## src/rtl/core/tbsc_pkg.sv

```systemverilog
// ----------------------------------------------------------------------------
// tbsc_pkg
// Shared types and constants for the tracked box steering command core.
// ----------------------------------------------------------------------------
package tbsc_pkg;

    localparam int WINDOW     = 20;
    localparam int RING_DEPTH = WINDOW - 1;
    localparam int PTR_W      = (RING_DEPTH > 1) ? $clog2(RING_DEPTH) : 1;
    localparam int FRM_W      = $clog2(WINDOW + 1);

    localparam int COORD_W    = 10;
    localparam int OFF_W      = 11;
    localparam int AREA_W     = 2 * COORD_W;
    localparam int FRAC_W     = 16;
    localparam int RATIO_W    = 24;
    localparam int DIV_SHIFT  = RATIO_W - FRAC_W;
    localparam int SUM_W      = RATIO_W + PTR_W;
    localparam int DIV_STEPS  = RATIO_W;
    localparam int CNT_W      = $clog2(DIV_STEPS);
    localparam int GAIN_W     = 16;
    localparam int MOVE_W     = 8;
    localparam int STEP_W     = COORD_W + GAIN_W - 12;
    localparam int CMD_W      = 3;

    localparam logic [RATIO_W-1:0] RATIO_MAX = '1;

    // mean strictly inside (0.9, 1.1), compared on the sum
    localparam int unsigned SAFE_BASE = RING_DEPTH * (1 << FRAC_W);
    localparam int unsigned SAFE_LO   = (9 * SAFE_BASE) / 10;
    localparam int unsigned SAFE_HI   = (11 * SAFE_BASE + 9) / 10;

    localparam int CFG_IDX_W  = 3;
    localparam int CFG_DATA_W = 16;

    localparam logic [CFG_IDX_W-1:0] CFG_AIM_X    = 3'd0;
    localparam logic [CFG_IDX_W-1:0] CFG_AIM_Y    = 3'd1;
    localparam logic [CFG_IDX_W-1:0] CFG_GAIN     = 3'd2;
    localparam logic [CFG_IDX_W-1:0] CFG_MIN_MOVE = 3'd3;
    localparam logic [CFG_IDX_W-1:0] CFG_MAX_MOVE = 3'd4;
    localparam logic [CFG_IDX_W-1:0] CFG_REF_W    = 3'd5;
    localparam logic [CFG_IDX_W-1:0] CFG_REF_H    = 3'd6;
    localparam logic [CFG_IDX_W-1:0] CFG_SIZE_BAND = 3'd7;

    localparam logic [CMD_W-1:0] CMD_NONE    = 3'd0;
    localparam logic [CMD_W-1:0] CMD_RIGHT   = 3'd1;
    localparam logic [CMD_W-1:0] CMD_LEFT    = 3'd2;
    localparam logic [CMD_W-1:0] CMD_UP      = 3'd3;
    localparam logic [CMD_W-1:0] CMD_DOWN    = 3'd4;
    localparam logic [CMD_W-1:0] CMD_BACK    = 3'd5;
    localparam logic [CMD_W-1:0] CMD_FORWARD = 3'd6;

    typedef enum logic [3:0] {
        S_IDLE,
        S_AREA,
        S_DINIT,
        S_DIV,
        S_ACC,
        S_STEP,
        S_RR,
        S_THRH,
        S_THRL,
        S_EVAL
    } t_state;

    typedef struct packed {
        logic load;
        logic area;
        logic div_init;
        logic div_step;
        logic acc;
        logic step;
        logic rr;
        logic thr_hi;
        logic thr_lo;
        logic eval;
    } t_cmd;

    function automatic logic signed [OFF_W-1:0] f_sat_off(input logic signed [OFF_W:0] v);
        logic signed [OFF_W:0] lim;
        lim = (OFF_W+1)'(1023);
        if (v > lim) begin
            return OFF_W'(1023);
        end else if (v < -lim) begin
            return -OFF_W'(1023);
        end
        return v[OFF_W-1:0];
    endfunction

endpackage

```

## src/rtl/core/tbsc_ctrl.sv

```systemverilog
// ----------------------------------------------------------------------------
// tbsc_ctrl
// Sequencer: steps one box through the datapath and owns the result valid.
// ----------------------------------------------------------------------------
module tbsc_ctrl import tbsc_pkg::*; (
    input  logic i_clk,
    input  logic i_rst_n,
    input  logic i_in_valid,
    output logic o_in_ready,
    output logic o_out_valid,
    input  logic i_out_ready,
    output t_cmd o_cmd
);

    t_state             r_state, n_state;
    logic [CNT_W-1:0]   r_cnt;
    logic               r_out_valid;
    logic               w_out_free;

    assign w_out_free  = !r_out_valid || i_out_ready;
    assign o_in_ready  = (r_state == S_IDLE);
    assign o_out_valid = r_out_valid;

    always_comb begin
        n_state = r_state;
        unique case (r_state)
            S_IDLE:  if (i_in_valid) n_state = S_AREA;
            S_AREA:  n_state = S_DINIT;
            S_DINIT: n_state = S_DIV;
            S_DIV:   if (r_cnt == CNT_W'(DIV_STEPS - 1)) n_state = S_ACC;
            S_ACC:   n_state = S_STEP;
            S_STEP:  n_state = S_RR;
            S_RR:    n_state = S_THRH;
            S_THRH:  n_state = S_THRL;
            S_THRL:  n_state = S_EVAL;
            S_EVAL:  if (w_out_free) n_state = S_IDLE;
            default: n_state = S_IDLE;
        endcase
    end

    always_comb begin
        o_cmd = '0;
        unique case (r_state)
            S_IDLE:  o_cmd.load     = i_in_valid;
            S_AREA:  o_cmd.area     = 1'b1;
            S_DINIT: o_cmd.div_init = 1'b1;
            S_DIV:   o_cmd.div_step = 1'b1;
            S_ACC:   o_cmd.acc      = 1'b1;
            S_STEP:  o_cmd.step     = 1'b1;
            S_RR:    o_cmd.rr       = 1'b1;
            S_THRH:  o_cmd.thr_hi   = 1'b1;
            S_THRL:  o_cmd.thr_lo   = 1'b1;
            S_EVAL:  o_cmd.eval     = w_out_free;
            default: o_cmd = '0;
        endcase
    end

    always_ff @(posedge i_clk) begin
        if (!i_rst_n) begin
            r_state     <= S_IDLE;
            r_cnt       <= '0;
            r_out_valid <= 1'b0;
        end else begin
            r_state <= n_state;
            if (r_state == S_DINIT) begin
                r_cnt <= '0;
            end else if (r_state == S_DIV) begin
                r_cnt <= r_cnt + 1'b1;
            end
            if (o_cmd.eval) begin
                r_out_valid <= 1'b1;
            end else if (i_out_ready) begin
                r_out_valid <= 1'b0;
            end
        end
    end

    a_one_cmd: assert property (@(posedge i_clk) disable iff (!i_rst_n)
        $onehot0(o_cmd))
        else $error("more than one datapath command");

    a_accept_starts: assert property (@(posedge i_clk) disable iff (!i_rst_n)
        (i_in_valid && o_in_ready) |=> (r_state == S_AREA))
        else $error("accepted beat did not start processing");

    a_div_len: assert property (@(posedge i_clk) disable iff (!i_rst_n)
        (r_state == S_DIV && r_cnt == CNT_W'(DIV_STEPS - 1)) |=> (r_state == S_ACC))
        else $error("divider ran past its step count");

    a_eval_valid: assert property (@(posedge i_clk) disable iff (!i_rst_n)
        o_cmd.eval |=> r_out_valid)
        else $error("result not flagged valid after evaluation");

endmodule

```

## src/rtl/core/tbsc_dp.sv

```systemverilog
// ----------------------------------------------------------------------------
// tbsc_dp
// Datapath: config registers, centre offsets, serial area divider, ratio
// ring and running sum, steering decision and result register.
// ----------------------------------------------------------------------------
module tbsc_dp import tbsc_pkg::*; (
    input  logic                        i_clk,
    input  logic                        i_rst_n,
    input  t_cmd                        i_cmd,
    input  logic [COORD_W-1:0]          i_box_x,
    input  logic [COORD_W-1:0]          i_box_y,
    input  logic [COORD_W-1:0]          i_box_w,
    input  logic [COORD_W-1:0]          i_box_h,
    input  logic                        i_cfg_we,
    input  logic [CFG_IDX_W-1:0]        i_cfg_idx,
    input  logic [CFG_DATA_W-1:0]       i_cfg_data,
    output logic                        o_safe,
    output logic [CMD_W-1:0]            o_command,
    output logic [MOVE_W-1:0]           o_distance,
    output logic signed [OFF_W-1:0]     o_offset_x,
    output logic signed [OFF_W-1:0]     o_offset_y
);

    // config
    logic [COORD_W-1:0] r_aim_x, r_aim_y, r_ref_w, r_ref_h;
    logic [GAIN_W-1:0]  r_gain;
    logic [MOVE_W-1:0]  r_min, r_max, r_band;
    logic               w_clr;

    // box and derived
    logic [COORD_W-1:0]         r_bx, r_by, r_bw, r_bh;
    logic [AREA_W-1:0]          r_area;
    logic signed [OFF_W-1:0]    r_ox, r_oy;
    logic [COORD_W+1:0]         w_sx, w_sy;
    logic [OFF_W-1:0]           w_cx, w_cy;
    logic signed [OFF_W:0]      w_dx, w_dy;

    // divider
    logic [AREA_W-1:0]          r_rem;
    logic [RATIO_W-1:0]         r_dvd, r_quo;
    logic                       r_sat;
    logic [AREA_W:0]            w_shift, w_diff;
    logic                       w_ge;
    logic [RATIO_W-1:0]         w_ratio;

    // history
    logic [RATIO_W-1:0]         r_ring [RING_DEPTH];
    logic [RATIO_W-1:0]         r_ring_q;
    logic [SUM_W-1:0]           r_sum, n_sum;
    logic [AREA_W-1:0]          r_last;
    logic [FRM_W-1:0]           r_frames;
    logic [PTR_W-1:0]           r_ptr;
    logic                       r_chk;
    logic                       w_full, w_have;

    // steering
    logic [AREA_W-1:0]          r_p1, r_p2, r_rr;
    logic [AREA_W:0]            r_lhs;
    logic [COORD_W-1:0]         w_ax, w_ay, w_mx;
    logic [COORD_W+GAIN_W-1:0]  w_sprod;
    logic [STEP_W-1:0]          r_step;
    logic                       r_xdom;
    logic [AREA_W+9:0]          r_thr_hi, r_thr_lo, w_lhs;
    logic                       w_safe, w_planar;

    assign w_clr = i_cfg_we && (i_cfg_idx == CFG_REF_W || i_cfg_idx == CFG_REF_H);

    always_ff @(posedge i_clk) begin
        if (!i_rst_n) begin
            r_aim_x <= COORD_W'(480);
            r_aim_y <= COORD_W'(360);
            r_gain  <= GAIN_W'(1229);
            r_min   <= MOVE_W'(20);
            r_max   <= MOVE_W'(60);
            r_ref_w <= COORD_W'(1);
            r_ref_h <= COORD_W'(1);
            r_band  <= MOVE_W'(51);
        end else if (i_cfg_we) begin
            unique case (i_cfg_idx)
                CFG_AIM_X:     r_aim_x <= i_cfg_data[COORD_W-1:0];
                CFG_AIM_Y:     r_aim_y <= i_cfg_data[COORD_W-1:0];
                CFG_GAIN:      r_gain  <= i_cfg_data[GAIN_W-1:0];
                CFG_MIN_MOVE:  r_min   <= i_cfg_data[MOVE_W-1:0];
                CFG_MAX_MOVE:  r_max   <= i_cfg_data[MOVE_W-1:0];
                CFG_REF_W:     r_ref_w <= i_cfg_data[COORD_W-1:0];
                CFG_REF_H:     r_ref_h <= i_cfg_data[COORD_W-1:0];
                CFG_SIZE_BAND: r_band  <= i_cfg_data[MOVE_W-1:0];
                default: ;
            endcase
        end
    end

    // centre, round half to even
    assign w_sx = {1'b0, r_bx, 1'b0} + {2'b0, r_bw};
    assign w_sy = {1'b0, r_by, 1'b0} + {2'b0, r_bh};
    assign w_cx = w_sx[COORD_W+1:1] + OFF_W'(w_sx[0] & w_sx[1]);
    assign w_cy = w_sy[COORD_W+1:1] + OFF_W'(w_sy[0] & w_sy[1]);
    assign w_dx = $signed({1'b0, w_cx}) - $signed({2'b0, r_aim_x});
    assign w_dy = $signed({1'b0, w_cy}) - $signed({2'b0, r_aim_y});

    // restoring divider, one quotient bit per step
    assign w_shift = {r_rem, r_dvd[RATIO_W-1]};
    assign w_ge    = (w_shift >= {1'b0, r_last});
    assign w_diff  = w_shift - {1'b0, r_last};
    assign w_ratio = r_sat ? RATIO_MAX : r_quo;

    assign w_have = (r_frames != '0);
    assign w_full = (r_frames == FRM_W'(WINDOW));
    assign n_sum  = r_sum - (w_full ? SUM_W'(r_ring_q) : '0) + SUM_W'(w_ratio);

    always_ff @(posedge i_clk) begin
        if (i_cmd.load) begin
            r_bx <= i_box_x;
            r_by <= i_box_y;
            r_bw <= i_box_w;
            r_bh <= i_box_h;
        end
        if (i_cmd.area) begin
            r_area <= r_bw * r_bh;
            r_ox   <= f_sat_off(w_dx);
            r_oy   <= f_sat_off(w_dy);
        end
        if (i_cmd.div_init) begin
            r_rem <= AREA_W'(r_area >> DIV_SHIFT);
            r_dvd <= {r_area[DIV_SHIFT-1:0], FRAC_W'(0)};
            r_quo <= '0;
            r_sat <= (r_last == '0) ||
                     ({DIV_SHIFT'(0), r_area} >= {r_last, DIV_SHIFT'(0)});
            r_p1  <= r_bw * r_ref_h;
        end
        if (i_cmd.div_step) begin
            r_rem <= w_ge ? w_diff[AREA_W-1:0] : w_shift[AREA_W-1:0];
            r_dvd <= {r_dvd[RATIO_W-2:0], 1'b0};
            r_quo <= {r_quo[RATIO_W-2:0], w_ge};
        end
        if (i_cmd.acc) begin
            r_p2 <= r_bh * r_ref_w;
        end
        if (i_cmd.step) begin
            r_step <= w_sprod[COORD_W+GAIN_W-1:12];
            r_xdom <= (w_ax > w_ay);
        end
        if (i_cmd.rr) begin
            r_rr  <= r_ref_w * r_ref_h;
            r_lhs <= {1'b0, r_p1} + {1'b0, r_p2};
        end
        if (i_cmd.thr_hi) begin
            r_thr_hi <= {(AREA_W+9)'(r_rr) * (AREA_W+9)'(9'd256 + {1'b0, r_band}), 1'b0};
        end
        if (i_cmd.thr_lo) begin
            r_thr_lo <= {(AREA_W+9)'(r_rr) * (AREA_W+9)'(9'd256 - {1'b0, r_band}), 1'b0};
        end
    end

    always_ff @(posedge i_clk) begin
        if (i_cmd.acc && w_have) begin
            r_ring[r_ptr] <= w_ratio;
        end
        r_ring_q <= r_ring[r_ptr];
    end

    always_ff @(posedge i_clk) begin
        if (!i_rst_n || w_clr) begin
            r_sum    <= '0;
            r_last   <= '0;
            r_frames <= '0;
            r_ptr    <= '0;
            r_chk    <= 1'b0;
        end else if (i_cmd.acc) begin
            if (w_have) begin
                r_sum <= n_sum;
                r_ptr <= (r_ptr == PTR_W'(RING_DEPTH - 1)) ? '0 : r_ptr + 1'b1;
            end
            r_chk <= w_full;
            if (!w_full) begin
                r_frames <= r_frames + 1'b1;
            end
            r_last <= r_area;
        end
    end

    // steering
    assign w_ax    = r_ox[OFF_W-1] ? COORD_W'(-r_ox) : r_ox[COORD_W-1:0];
    assign w_ay    = r_oy[OFF_W-1] ? COORD_W'(-r_oy) : r_oy[COORD_W-1:0];
    assign w_mx    = (w_ax > w_ay) ? w_ax : w_ay;
    assign w_sprod = w_mx * r_gain;

    assign w_safe   = !r_chk || (r_sum > SUM_W'(SAFE_LO) && r_sum < SUM_W'(SAFE_HI));
    assign w_planar = (r_step > STEP_W'(r_min));
    assign w_lhs    = {1'b0, r_lhs, 8'b0};

    always_ff @(posedge i_clk) begin
        if (i_cmd.eval) begin
            o_safe     <= w_safe;
            o_offset_x <= r_ox;
            o_offset_y <= r_oy;
            o_command  <= CMD_NONE;
            o_distance <= '0;
            if (w_safe) begin
                if (w_planar) begin
                    o_distance <= (r_step < STEP_W'(r_max)) ? r_step[MOVE_W-1:0] : r_max;
                    if (r_xdom) begin
                        o_command <= r_ox[OFF_W-1] ? CMD_LEFT : CMD_RIGHT;
                    end else begin
                        o_command <= r_oy[OFF_W-1] ? CMD_UP : CMD_DOWN;
                    end
                end else if (w_lhs > r_thr_hi) begin
                    o_command  <= CMD_BACK;
                    o_distance <= r_min;
                end else if (w_lhs < r_thr_lo) begin
                    o_command  <= CMD_FORWARD;
                    o_distance <= r_min;
                end
            end
        end
    end

endmodule

```

## src/rtl/core/tracked_box_steering_command_core.sv

```systemverilog
// ----------------------------------------------------------------------------
// tracked_box_steering_command_core
// One tracked box per beat in, one steering result per beat out.
// ----------------------------------------------------------------------------
// Each box is accepted in the idle state and then steps through the area,
// divider setup, 24-step bit-serial divider that forms the area ratio,
// accumulate, step, reference-area, upper and lower threshold and decision
// states before the sequencer returns to idle to take the next beat; the
// decision state waits while the last result is still untaken. One box is
// processed at a time; a finished result waits in the output register while
// the next box is taken in. Config writes are taken at any time but are meant
// for idle periods; a write to ref_width or ref_height clears the area-rate
// history.
module tracked_box_steering_command_core import tbsc_pkg::*; (
    input  logic                    i_clk,
    input  logic                    i_rst_n,
    input  logic                    i_s_axis_tvalid,
    output logic                    o_s_axis_tready,
    input  logic [39:0]             i_s_axis_tdata,  // box_x, box_y, box_w, box_h
    output logic                    o_m_axis_tvalid,
    input  logic                    i_m_axis_tready,
    output logic [39:0]             o_m_axis_tdata,  // safe, command, distance,
                                                     // offset_x, offset_y, pad
    input  logic                    i_cfg_we,
    input  logic [CFG_IDX_W-1:0]    i_cfg_idx,
    input  logic [CFG_DATA_W-1:0]   i_cfg_data
);

    t_cmd                       w_cmd;
    logic                       w_safe;
    logic [CMD_W-1:0]           w_command;
    logic [MOVE_W-1:0]          w_distance;
    logic signed [OFF_W-1:0]    w_offset_x, w_offset_y;

    tbsc_ctrl u_ctrl (
        .i_clk       (i_clk),
        .i_rst_n     (i_rst_n),
        .i_in_valid  (i_s_axis_tvalid),
        .o_in_ready  (o_s_axis_tready),
        .o_out_valid (o_m_axis_tvalid),
        .i_out_ready (i_m_axis_tready),
        .o_cmd       (w_cmd)
    );

    tbsc_dp u_dp (
        .i_clk      (i_clk),
        .i_rst_n    (i_rst_n),
        .i_cmd      (w_cmd),
        .i_box_x    (i_s_axis_tdata[9:0]),
        .i_box_y    (i_s_axis_tdata[19:10]),
        .i_box_w    (i_s_axis_tdata[29:20]),
        .i_box_h    (i_s_axis_tdata[39:30]),
        .i_cfg_we   (i_cfg_we),
        .i_cfg_idx  (i_cfg_idx),
        .i_cfg_data (i_cfg_data),
        .o_safe     (w_safe),
        .o_command  (w_command),
        .o_distance (w_distance),
        .o_offset_x (w_offset_x),
        .o_offset_y (w_offset_y)
    );

    assign o_m_axis_tdata = {6'b0, w_offset_y, w_offset_x, w_distance, w_command, w_safe};

endmodule

```

## config.mk

```make
export PLATFORM = sky130hd
export DESIGN_NAME = tracked_box_steering_command_core
export DESIGN_NICKNAME = d
export VERILOG_FILES = /design/src/rtl/core/tbsc_pkg.sv /design/src/rtl/core/tbsc_ctrl.sv /design/src/rtl/core/tbsc_dp.sv /design/src/rtl/core/tracked_box_steering_command_core.sv
export SDC_FILE = /design/constraint.sdc
export NUM_CORES = 2
export LEC_CHECK = 0
export BUFFER_PORTS_ARGS = -buffer_cell sky130_fd_sc_hd__buf_2
export CAP_MARGIN = 25
export CORE_MARGIN = 2
export CORE_UTILIZATION = 45
export DETAILED_ROUTE_END_ITERATION = 16
export PLACE_DENSITY_LB_ADDON = 0.2
export SLEW_MARGIN = 20
export SYNTH_ARGS = -nofsm -noshare
export SYNTH_HDL_FRONTEND = slang
export SYNTH_SLANG_ARGS = --single-unit
```

## constraint.sdc

```tcl
create_clock -name i_clk -period 7.6 [get_ports i_clk]
set_input_delay 0.38 -clock i_clk [delete_from_list [all_inputs] [get_ports i_clk]]
set_output_delay 0.38 -clock i_clk [all_outputs]
set_load 0.02 [all_outputs]
```

==> results.toml <==
[layout]
finish.instance_area_um2 = 82300
final_cell_mix = "inv_1, nand2_1, edfxtp_1"
seqCellArea_um2 = 26900
syn_to_final_growth_pct = 11.7
num-nets-final = 8429
layout_commonest_cell = "inv_1"
drive_gt1_frac = 0.110
multiInputGateArea_um2 = 42400
fillCellCount = 14700

[critical_path]
crit_type = "flip-flop to flip-flop"
r2r_start = "u_dp.r_oy[1]"
critPathRequiredTime_ps = 8190
critPathCaptureType = "flip-flop"
cp_max_fo = 7
r2r_slack_ps = -290
cp-start-kind = "flip-flop"
reg2reg_to = "u_dp.r_step[13]"
worstRegToRegCells = 31
timing.critical_path.mode_cell = "fa_1"
slowest_delay_ps = 540
cp_slowest_cell = "fa_2"
critPathArrivalTime_ps = 8490

[die]
die_w_um = 409
core_um2 = 163000
num_rows = 148
pin_count = 106
die_h_um = 409
start_util = 0.453
dieArea_um2 = 167000

[place]
gp_congestion = 0.924
io_buffers = 99
dp_hpwl_mm = 144
placed_area_um2 = 77700

[sta]
fin_skew_ps = 80.5
tightest_slew_ps = 1020
fin_crit_sh = 1.04
finalSetupViolCount = 7
max_freq_ghz = 0.127
period_needed_ps = 7890
setup_ws_ps = -292
hold_viol_final = 0
rsz0062_at_grt = "yes"
slew_headroom = 0.316
slew_violations = 0

[yosys]
synth-async-reset-ratio = 0
ys.flop_type = "edfxtp_1"
synth.avg_cell_area_um2 = 10.8
synth_edf_count = 779
yosysSeqAreaShare = 0.365
ys_ff_latch = 953
synth_area_um2 = 73700
synthDistinctLibCells = 89
ys_warn_count = 0
syn_inst = 6823

[clock_network]
clkLatencyLatePin_ps = 770
htreeDepth = 3
clkSinkCount = 953
cts_tree = "done"
path_clk_slew_ps = 60
clockRootBuffer = "clkbuf_16"
cts_made_buffers = 105
ctsLongestPathBuffers = 3

[drt]
remaining_drc_errors = 0
drtPass1Iterations = 6
final_antenna_net_count = 0
drtIter0Drc = 3455
via_count = 49600
wl_per_cell_um = 20.7
totalWireLength_mm = 193
via_per_inst = 5.33

[min_path]
hold_depth = 3
hold-path-endpoint = "u_dp.r_ref_w[0]"
hp-class = "input port to flip-flop"
hold_start = "i_cfg_data[0]"

[global_routing]
grt_usage = 0.235
grt_pass1_wl_mm = 302
gr-total-overflow = 0
first_global_vias = 51500
grt_max_degree = 90
antenna_found_initial = 7

[run_status]
violations = "negative setup slack"
status = "finished, violations left"

[job]
cap_violations = 0
## flip-flops by register name (all words and copies together) (netlist names), 14 cells and up
signal         flops
u_dp.r_thr_hi     29
u_dp.r_area       20
u_dp.r_ring      456
u_dp.r_sum        29
u_dp.r_step       14
u_dp.r_lhs        21
u_dp.r_last       20
u_dp.r_rem        20
u_dp.r_thr_lo     29
u_dp.r_rr         20
u_dp.r_gain       16
u_dp.r_p2         20
u_dp.r_ring_q     24
u_dp.r_quo        24
u_dp.r_p1         20
## per-layer routing
| layer | GRT usage | routed length [µm] | vias up |
|---|---|---|---|
| met5 | 0 | 44 | - |
| li1 | - | - | 23300 |
| met1 | 0.323 | 85300 | 24900 |
| met4 | 0.0673 | 5500 | 6 |
| met2 | 0.390 | 92000 | 1218 |
| met3 | 0.0283 | 9800 | 249 |
## repair_timing
item                                    CTS  global route
gates resized for setup                  44            33
endpoints found under the setup margin   10            15
hold buffers                             46             0
setup buffers                            21             7
pin swaps                                30            41
endpoints found under the hold margin    46             0
gates cloned                              1             0
## cell families after synthesis
kind of cell             count (synthesis)  share of synthesized area
AND/OR/NAND/NOR                       1980                      0.130
adder cells (fa/ha/maj)               1332                      0.291
buffers and inverters                 1272                     0.0656
AO/OA/AOI/OAI                          873                     0.0793
XOR/XNOR                               253                     0.0302
multiplexers                           159                     0.0390
flip-flops                             953                      0.365
other                                    1                  0.0000509
## through the flow
| step | cells | setup slack, ps | hold slack, ps | setup TNS, ps | utilization |
|---|---|---|---|---|---|
| finish | 9301 | -292 | 85.7 | -956 | 0.506 |
| global route | 9299 | -566 | 33.3 | -3540 | 0.506 |
| CTS | 9292 | -243 | 17.7 | -563 | 0.505 |
| detailed placement | 9029 | -429 | 456 | -1920 | 0.478 |
| global placement | 9024 | -363 | 438 | -1260 | 0.477 |
| floorplan | 6828 | -206 | 425 | -206 | - |
## critical path, delay by kind of cell, from the launching register on
family	cells	cell delay, ps
muxes	1	170
buffers and inverters	6	590
AOI/OAI and AO/OA	7	1720
adders and majority gates	7	2960
xor gates and xnor gates	1	290
and+or+nand+nor	9	1600
DFF	1	430
## worst max path at each step
| stage | from | to | slack [ps] | depth (start not counted) |
|---|---|---|---|---|
| finish | u_dp.r_oy[1] | u_dp.r_step[13] | -290 | 31 |
| CTS | u_dp.r_oy[1] | u_dp.r_step[13] | -240 | 28 |
| detailed placement | u_dp.r_oy[1] | u_dp.r_step[13] | -430 | 30 |
| global placement | u_dp.r_oy[1] | u_dp.r_step[13] | -360 | 30 |
| global route | u_dp.r_oy[0] | u_dp.r_step[13] | -570 | 29 |
| floorplan | u_dp.r_ox[4] | u_dp.r_step[13] | -210 | 28 |
## cell type report
class	instances	share of cell area
Multi-Input combinational cell	4603	0.516
Antenna cell	3	0.0000912
Tap cell	2175	0.0331
Inverter	985	0.0449
Clock buffer	143	0.0363
Timing Repair Buffer	385	0.0353
Sequential cell	953	0.327
Clock inverter	54	0.00782
## cells in the mapped netlist, types with 16 or more instances
| library cell | instances | area [µm²] |
|---|---|---|
| xnor2_1 | 189 | 1660 |
| a211oi_1 | 22 | 165 |
| nor2_1 | 178 | 668 |
| a21o_1 | 105 | 788 |
| nor2b_1 | 24 | 150 |
| and3_1 | 39 | 244 |
| nand2_1 | 899 | 3370 |
| o21bai_1 | 41 | 308 |
| o22ai_1 | 18 | 113 |
| o211ai_1 | 51 | 383 |
| inv_1 | 983 | 3690 |
| a21oi_1 | 206 | 1030 |
| nor4_1 | 22 | 138 |
| and2_1 | 501 | 3130 |
| fa_1 | 633 | 12700 |
| nand4_1 | 39 | 244 |
| or2_2 | 37 | 231 |
| mux2i_1 | 44 | 440 |
| nor3_1 | 81 | 405 |
| edfxtp_1 | 779 | 23400 |
| ha_1 | 699 | 8750 |
| a21boi_0 | 63 | 473 |
| o21ai_0 | 157 | 786 |
| dfxtp_1 | 174 | 3480 |
| o21a_1 | 32 | 240 |
| clkbuf_1 | 247 | 927 |
| nand2b_1 | 27 | 169 |
| nand3_1 | 72 | 360 |
| or3_1 | 20 | 125 |
| a31o_2 | 16 | 140 |
| a31oi_1 | 24 | 150 |
| xor2_1 | 63 | 552 |
| mux4_2 | 98 | 2210 |
Power is not shown: default switching activity piles up to over one toggle a cycle in this logic, so the estimate is an artifact.
